<file path="config.mk">
export PLATFORM = sky130hd
export DESIGN_NAME = sorted_array_insert_counter_flat
export DESIGN_NICKNAME = d
export VERILOG_FILES = /design/src/hw/rtl/sai_pkg.sv /design/src/hw/rtl/sai_if.sv /design/src/hw/rtl/sai_cell.sv /design/src/hw/rtl/sai_therm2bin.sv /design/src/hw/rtl/sorted_array_insert_counter.sv /design/src/flat_wrapper.sv
export SDC_FILE = /design/constraint.sdc
export NUM_CORES = 2
export LEC_CHECK = 0
export BUFFER_PORTS_ARGS = -buffer_cell sky130_fd_sc_hd__buf_2
export CAP_MARGIN = 0
export CORE_ASPECT_RATIO = 0.5
export CORE_MARGIN = 2
export CORE_UTILIZATION = 65
export CTS_CLUSTER_DIAMETER = 120
export CTS_CLUSTER_SIZE = 8
export DETAILED_ROUTE_END_ITERATION = 10
export MAX_ROUTING_LAYER = met4
export PLACE_DENSITY_LB_ADDON = 0.25
export RECOVER_POWER = 50
export SETUP_SLACK_MARGIN = 0.4
export SKIP_LAST_GASP = 1
export SYNTH_ARGS = -nofsm -noshare
export SYNTH_HDL_FRONTEND = slang
export SYNTH_SLANG_ARGS = --single-unit
export TNS_END_PERCENT = 1
</file>
<file path="constraint.sdc">
create_clock -name i_clk -period 33.9 [get_ports i_clk]
set_input_delay 6.78 -clock i_clk [delete_from_list [all_inputs] [get_ports i_clk]]
set_output_delay 6.78 -clock i_clk [all_outputs]
set_load 0.01 [all_outputs]
</file>
<file path="src/hw/rtl/sai_pkg.sv">
// ----------------------------------------------------------------------------
// sai_pkg
// Shared constants, types and command codes for the sorted array insert
// counter.
// ----------------------------------------------------------------------------
`default_nettype none

package sai_pkg;

    localparam int SIZE          = 64;
    localparam int VALUE_BITS    = 16;
    localparam int VALUE_FIELD_W = 16;
    localparam int CNT_FIELD_W   = 7;
    localparam int CNT_W         = $clog2(SIZE + 1);

    localparam logic CMD_INSERT = 1'b0;
    localparam logic CMD_CLEAR  = 1'b1;

    typedef logic [VALUE_BITS-1:0]    t_entry;
    typedef logic [CNT_W-1:0]         t_count;
    typedef logic [VALUE_FIELD_W-1:0] t_value_field;
    typedef logic [CNT_FIELD_W-1:0]   t_cnt_field;

    // broadcast to every cell in the chain
    typedef struct packed {
        logic   clear;
        logic   ins;
        t_entry value;
    } t_cell_ctrl;

endpackage

`default_nettype wire

</file>
<file path="src/hw/rtl/sai_if.sv">
// ----------------------------------------------------------------------------
// sai_if
// Request and response channels of the sorted array insert counter.
// ----------------------------------------------------------------------------
`default_nettype none

interface sai_in_if import sai_pkg::*; ();
    logic         valid;
    logic         ready;
    logic         cmd;
    t_value_field value;

    modport source (output valid, cmd, value, input ready);
    modport sink   (input valid, cmd, value, output ready);
    modport mon    (input valid, ready, cmd, value);
endinterface

interface sai_out_if import sai_pkg::*; ();
    logic       valid;
    logic       ready;
    t_cnt_field comparisons;
    t_cnt_field movements;
    logic       stored;
    logic       lost_last;

    modport source (output valid, comparisons, movements, stored, lost_last, input ready);
    modport sink   (input valid, comparisons, movements, stored, lost_last, output ready);
    modport mon    (input valid, ready, comparisons, movements, stored, lost_last);
endinterface

`default_nettype wire

</file>
<file path="src/hw/rtl/sai_cell.sv">
// ----------------------------------------------------------------------------
// sai_cell
// One slot of the sorted chain: holds an entry, compares it with the
// incoming value and takes the value or its left neighbour's entry.
// ----------------------------------------------------------------------------
`default_nettype none

module sai_cell import sai_pkg::*; (
    input  wire logic       i_clk,
    input  wire logic       i_rst_n,
    input  wire t_cell_ctrl i_ctrl,
    input  wire t_entry     i_prev_entry,
    input  wire logic       i_prev_le,
    output t_entry          o_entry,
    output logic            o_le
);

    t_entry r_entry;
    t_entry n_entry;

    // occupied and not larger than the value: stays where it is
    assign o_le    = (r_entry != '0) && (r_entry <= i_ctrl.value);
    assign o_entry = r_entry;

    always_comb begin
        n_entry = r_entry;
        if (i_ctrl.clear) begin
            n_entry = '0;
        end else if (i_ctrl.ins && !o_le) begin
            // first slot past the kept prefix takes the value, the rest shift up
            n_entry = i_prev_le ? i_ctrl.value : i_prev_entry;
        end
    end

    always_ff @(posedge i_clk) begin
        if (!i_rst_n) begin
            r_entry <= '0;
        end else begin
            r_entry <= n_entry;
        end
    end

endmodule

`default_nettype wire

</file>
<file path="src/hw/rtl/sai_therm2bin.sv">
// ----------------------------------------------------------------------------
// sai_therm2bin
// Turns a thermometer code (ones packed from bit 0) into its count.
// ----------------------------------------------------------------------------
`default_nettype none

module sai_therm2bin import sai_pkg::*; (
    input  wire logic [SIZE-1:0] i_therm,
    output t_count               o_count
);

    logic [SIZE:0] w_step;

    always_comb begin
        w_step[0]    = ~i_therm[0];
        w_step[SIZE] = i_therm[SIZE-1];
        for (int k = 1; k < SIZE; k++) begin
            w_step[k] = i_therm[k-1] & ~i_therm[k];
        end
    end

    // one-hot step position to binary
    always_comb begin
        o_count = '0;
        for (int k = 0; k <= SIZE; k++) begin
            if (w_step[k]) begin
                o_count = o_count | CNT_W'(k);
            end
        end
    end

endmodule

`default_nettype wire

</file>
<file path="src/hw/rtl/sorted_array_insert_counter.sv">
// ----------------------------------------------------------------------------
// sorted_array_insert_counter
// Ascending array held in a chain of cells; inserts shift larger entries up
// one slot and report comparison and move counts.
// ----------------------------------------------------------------------------
//  channel  | dir | payload                                        | handshake
//  i_req    | in  | cmd, value                                     | valid/ready
//  o_rsp    | out | comparisons, movements, stored, lost_last      | valid/ready
//
//  one request per cycle unless the response stalls; the response is registered
//  the cells compare and shift in the acceptance cycle, the counts are
//  encoded from the captured occupancy in the next stage
//  reset empties every cell and both stages
//  a stalled response holds the encode stage, then the request side
// ----------------------------------------------------------------------------
`default_nettype none

module sorted_array_insert_counter import sai_pkg::*; (
    input  wire logic i_clk,
    input  wire logic i_rst_n,
    sai_in_if.sink    i_req,
    sai_out_if.source o_rsp
);

    t_entry          w_entry [SIZE];
    logic [SIZE-1:0] w_le;
    logic [SIZE-1:0] w_occ;
    t_cell_ctrl      w_ctrl;
    logic            w_accept;
    logic            w_b_free;
    logic            w_a_adv;
    t_entry          w_value;

    logic            r_a_valid;
    logic            r_a_ins;
    logic [SIZE-1:0] r_a_le;
    logic [SIZE-1:0] r_a_occ;

    logic            r_o_valid;
    t_cnt_field      r_comps;
    t_cnt_field      r_moves;
    logic            r_stored;
    logic            r_lost;

    t_count          w_pos;
    t_count          w_fill;
    logic            w_full;
    t_count          w_top;
    t_count          n_comps;
    t_count          n_moves;
    logic            n_stored;
    logic            n_lost;

    assign w_b_free    = !r_o_valid || o_rsp.ready;
    assign w_a_adv     = r_a_valid && w_b_free;
    assign i_req.ready = !r_a_valid || w_b_free;
    assign w_accept    = i_req.valid && i_req.ready;
    assign w_value     = VALUE_BITS'(i_req.value);

    assign w_ctrl.clear = w_accept && (i_req.cmd == CMD_CLEAR);
    assign w_ctrl.ins   = w_accept && (i_req.cmd == CMD_INSERT) && (w_value != '0);
    assign w_ctrl.value = w_value;

    for (genvar g = 0; g < SIZE; g++) begin : g_cell
        if (g == 0) begin : g_head
            sai_cell u_cell (
                .i_clk        (i_clk),
                .i_rst_n      (i_rst_n),
                .i_ctrl       (w_ctrl),
                .i_prev_entry ('0),
                .i_prev_le    (1'b1),
                .o_entry      (w_entry[g]),
                .o_le         (w_le[g])
            );
        end else begin : g_body
            sai_cell u_cell (
                .i_clk        (i_clk),
                .i_rst_n      (i_rst_n),
                .i_ctrl       (w_ctrl),
                .i_prev_entry (w_entry[g-1]),
                .i_prev_le    (w_le[g-1]),
                .o_entry      (w_entry[g]),
                .o_le         (w_le[g])
            );
        end
        assign w_occ[g] = (w_entry[g] != '0);
    end

    // capture stage: occupancy before the update
    always_ff @(posedge i_clk) begin
        if (!i_rst_n) begin
            r_a_valid <= 1'b0;
        end else if (w_accept) begin
            r_a_valid <= 1'b1;
        end else if (w_a_adv) begin
            r_a_valid <= 1'b0;
        end
    end

    always_ff @(posedge i_clk) begin
        if (w_accept) begin
            r_a_ins <= w_ctrl.ins;
            r_a_le  <= w_le;
            r_a_occ <= w_occ;
        end
    end

    sai_therm2bin u_pos (
        .i_therm (r_a_le),
        .o_count (w_pos)
    );

    sai_therm2bin u_fill (
        .i_therm (r_a_occ),
        .o_count (w_fill)
    );

    always_comb begin
        w_full   = r_a_occ[SIZE-1];
        w_top    = w_full ? CNT_W'(SIZE - 1) : w_fill;
        n_stored = r_a_ins && (w_pos != CNT_W'(SIZE));
        n_lost   = n_stored && w_full;
        n_moves  = (n_stored && (w_pos < w_fill)) ? (w_top - w_pos) : '0;
        if (!r_a_ins) begin
            n_comps = '0;
        end else if (w_pos == CNT_W'(SIZE)) begin
            n_comps = CNT_W'(SIZE);
        end else begin
            n_comps = w_pos + CNT_W'(1);
        end
    end

    // response register
    always_ff @(posedge i_clk) begin
        if (!i_rst_n) begin
            r_o_valid <= 1'b0;
        end else if (w_a_adv) begin
            r_o_valid <= 1'b1;
        end else if (o_rsp.ready) begin
            r_o_valid <= 1'b0;
        end
    end

    always_ff @(posedge i_clk) begin
        if (w_a_adv) begin
            r_comps  <= CNT_FIELD_W'(n_comps);
            r_moves  <= CNT_FIELD_W'(n_moves);
            r_stored <= n_stored;
            r_lost   <= n_lost;
        end
    end

    assign o_rsp.valid       = r_o_valid;
    assign o_rsp.comparisons = r_comps;
    assign o_rsp.movements   = r_moves;
    assign o_rsp.stored      = r_stored;
    assign o_rsp.lost_last   = r_lost;

endmodule

`default_nettype wire

</file>
<file path="src/flat_wrapper.sv">
// flat-port wrapper written by rule: the top's interface ports become plain ports
module sorted_array_insert_counter_flat import sai_pkg::*;
  (i_clk, i_rst_n, i_req_valid, i_req_cmd, i_req_value, i_req_ready, o_rsp_valid, o_rsp_comparisons, o_rsp_movements, o_rsp_stored, o_rsp_lost_last, o_rsp_ready);
  sai_in_if i_req_i ();
  sai_out_if o_rsp_i ();
  input  wire logic i_clk;
  input  wire logic i_rst_n;
  input wire logic [$bits(i_req_i.valid)-1:0] i_req_valid;
  input wire logic [$bits(i_req_i.cmd)-1:0] i_req_cmd;
  input wire logic [$bits(i_req_i.value)-1:0] i_req_value;
  output wire logic [$bits(i_req_i.ready)-1:0] i_req_ready;
  output wire logic [$bits(o_rsp_i.valid)-1:0] o_rsp_valid;
  output wire logic [$bits(o_rsp_i.comparisons)-1:0] o_rsp_comparisons;
  output wire logic [$bits(o_rsp_i.movements)-1:0] o_rsp_movements;
  output wire logic [$bits(o_rsp_i.stored)-1:0] o_rsp_stored;
  output wire logic [$bits(o_rsp_i.lost_last)-1:0] o_rsp_lost_last;
  input wire logic [$bits(o_rsp_i.ready)-1:0] o_rsp_ready;
  assign i_req_i.valid = i_req_valid;
  assign i_req_i.cmd = i_req_cmd;
  assign i_req_i.value = i_req_value;
  assign i_req_ready = i_req_i.ready;
  assign o_rsp_valid = o_rsp_i.valid;
  assign o_rsp_comparisons = o_rsp_i.comparisons;
  assign o_rsp_movements = o_rsp_i.movements;
  assign o_rsp_stored = o_rsp_i.stored;
  assign o_rsp_lost_last = o_rsp_i.lost_last;
  assign o_rsp_i.ready = o_rsp_ready;
  sorted_array_insert_counter u_core (.i_clk(i_clk), .i_rst_n(i_rst_n), .i_req(i_req_i), .o_rsp(o_rsp_i));
endmodule
</file>
==> metrics.yaml <==
run_status: "complete, but fails checks"
failing_checks: "capacitance limit, slew limit"
grt_usage_pct: 42.54
number_of_buffers_between_clock_root_and_the_deepest_sink: 3
clk_root_buffer_cell: "clkbuf_16"
grt_overflow: 0
worstSetupEndpointType: "flip-flop"
vias: 72760
ys_seq_area_share_pct: 33.64
core_area_mm2: 0.1128
ctsHoldBuffers: 0
data_arrival_time_of_the_critical_path_ns: 18.98
clk_latency_worst_skew_pair_ns: 0.80
final_core_utilization_pct: 69.80
final_cell_mix: "1,541 x a21oi_1, 1,138 x o21ai_0, 1,038 x ha_1"
dr.first_iter.drc_count: 10230
post-route-min-period_ns: 18.27
post_cts_resized: 0
yosys_warnings: 0
layout.area.seq_mm2: 0.02489
static-leakage-power_uw: 0.03150
worst_slew_pin_tran_ns: 4.423
drt-total-wl_um: 250500
post_route_cells_drive_above_1_share_pct: 3.660
worst_r2r_end: "u_core.g_cell[54].g_body.u_cell.o_entry[5]$_SDFFE_PP0P_"
layout_overhead_on_the_synthesized_area_pct: 6.365
core.rowCount: 87
post-route-period-util_pct: 53.88
synthDistinctLibCells: 65
grt_max_degree: 263
synth.net_count: 9732
floorplan.io_pins: 39
worst_hold_path_type: "reg -> reg"
timing.clock.skew_ns: 0.02546
post_synth_instance_area_mm2: 0.07401
power.density_mw_per_mm2: 70.20
finalNetCount: 9384
timing.max_slew.rel_slack_pct: -194.9
synth_enable_flop_cells: 145
drc_errors: 0
fp.dieArea_mm2: 0.1167
worst_r2r_path_depth: 10
multi_input_comb_area_mm2: 0.04583
place.port_buffers: 38
rr_startpoint: "u_core.o_rsp.valid$_SDFFE_PN0P_"
synth_top_flop_cell: "dfxtp_1"
routed_via_density: 7.346
setup_total_negative_slack_ns: 0
syn-instance-count: 8672
regToRegSetupSlack_ns: 26.21
power.ir.vdd_worst_uv: 58.68
antenna_left: 0
finalHoldViolCount: 0
dp_hpwl_um: 155800
required_ns: 34.62
whs_endpoint: "u_core.g_cell[0].g_head.u_cell.o_entry[7]$_SDFFE_PP0P_"
cts_bufs_inserted: 164
initial_core_util_pct: 65.62
drt_pre_antenna_iters: 8
fp.dieH_um: 242.6
fmax_ghz: 0.05474
path_clk_slew_ns: 0.05
min_from: "u_core.g_cell[0].g_head.u_cell.o_entry[7]$_SDFFE_PP0P_"
grt_antenna_before_repair: 5
report.final.slew_viol_count: 351
fin_worst_hold_slack_ns: 0.5069
gp_congestion: 1.042
grt_setup_unrepaired: "false"
max-cap-violations: 11
setup.worst_path.class: "in -> reg"
grt_first_pass_wirelength_um: 384000
nFillCells: 9096
cts.sink_count: 1171
holdPathStages: 2
startpoint_type: "primary input"
avgRoutedWirePerCell_um: 25.29
h-tree-depth: 4
post-cts-setup-buffer-count: 0
postSynth.asyncResetShare_pct: 0
first_global_vias: 66060
tritoncts: "done"
final-setup-viol-count: 0
critical_path_peak_fanout: 36
synthesis.area_per_instance_um2: 8.534
layout_commonest_cell: "a21oi_1"
yosys_register_bits: 1171
floorplan.die.width_um: 481.2
[flip-flops by register name, summed over array words and instances (netlist names)]
register and count:
u_core.g_cell.g_body.u_cell.o_entry 1008, u_core.g_cell.g_head.u_cell.o_entry 16, u_core.o_rsp.comparisons 7, u_core.o_rsp.lost_last 1, u_core.o_rsp.movements 7, u_core.o_rsp.stored 1, u_core.o_rsp.valid 1, u_core.r_a_ins 1
u_core.r_a_le 64, u_core.r_a_occ 64, u_core.r_a_valid 1
[layout make-up]
type                       instances  area share (%)
multi-input combinational       6662           58.21
timing repair buffer             116          0.9298
sequential                      1171           31.62
antenna                            5         0.01589
inverter                         209           1.046
clock inverter                    11          0.1589
clock buffer                     218           5.606
tap                             1513           2.405
[metrics by stage]
step / std cells / power (uW) / setup WS, ns / cell area, um2
finish: 9905 / 5526 / 15.63 / 78720
floorplan: 8672 / 3305 / 18.54 / 74010
CTS: 9900 / 5438 / 19.65 / 78840
global placement: 9671 / 3864 / 19.64 / 74300
global route: 9903 / 5789 / 15.98 / 78710
detailed placement: 9671 / 3904 / 19.65 / 74300
[synth_stat cells (6+ instances only)]
library cell,n,area share (%)
a21oi_1,1542,10
o21ai_0,1132,7.7
ha_1,1038,18
dfxtp_1,1026,28
a22oi_1,931,9.4
clkbuf_1,510,2.6
nand4_1,309,2.6
nand2_1,281,1.4
nor4_1,277,2.3
inv_1,206,1.0
nand3_1,158,1.1
edfxtp_1,145,5.9
buf_2,116,0.78
nor2b_1,96,0.81
nor2_1,89,0.45
nand2b_1,79,0.67
o31a_1,78,0.92
and2_1,72,0.61
nor3_1,71,0.48
and4_1,62,0.73
o211ai_1,61,0.62
a21o_1,58,0.59
or4_1,58,0.59
or3_1,56,0.47
a31o_2,52,0.62
o21ai_1,24,0.16
o21a_1,16,0.16
o31ai_1,16,0.16
o2111ai_1,12,0.14
a2111oi_0,10,0.12
a2111o_1,9,0.14
a21boi_0,9,0.091
o2bb2ai_1,6,0.071
[worst max-delay path by stage]
stage                               from                                                        to  slack [ns]  depth (start not counted)
after global routing      i_req_value[4]   u_core.g_cell[49].g_body.u_cell.o_entry[5]$_SDFFE_PP0P_       15.98                         10
after CTS                    o_rsp_ready                                               i_req_ready       19.65                          4
final                     i_req_value[4]   u_core.g_cell[49].g_body.u_cell.o_entry[5]$_SDFFE_PP0P_       15.63                         10
after global placement       o_rsp_ready                                               i_req_ready       19.64                          4
after detailed placement     o_rsp_ready                                               i_req_ready       19.65                          4
after floorplan              o_rsp_ready  u_core.g_cell[56].g_body.u_cell.o_entry[12]$_SDFFE_PP0P_       18.54                         10
[routing by layer]
layer	GRT usage [%]	wire length, um	up-vias
met5	-	0	-
met4	18.26	11370	0
met3	10.22	34360	878
met2	59.06	102300	4577
met1	58.57	102500	34200
li1	-	-	33100
[power breakdown]
group / switching, uW / internal (uW) / total [uW]
clock: 639 / 894 / 1530
combinational: 1380 / 657 / 2030
sequential: 273 / 1690 / 1960
[worst max-delay path, stage by stage]
cell	delay (ns)
clkbuf_1	1.41
clkbuf_1	1.91
clkinvlp_2	3.74
clkbuf_1	1.77
ha_1	0.82
nand4_1	0.10
or4_1	0.55
a21oi_1	1.38
a22oi_1	0.26
a21oi_1	0.23
[kinds of logic (layout without fill, tap and decap cells)]
group | Yosys count | after routing | synth area share (%)
AOI/OAI and AO/OA | 3987 | 3987 | 31.70
and+or+nand+nor | 1628 | 1628 | 12.52
DFF | 1171 | 1171 | 33.64
adders and majority gates | 1039 | 1039 | 17.58
buffers and inverters | 839 | 554 | 4.467
xor gates and xnor gates | 8 | 8 | 0.09468
other | 0 | 5 | 0
Power figures use the tool's default switching activity.
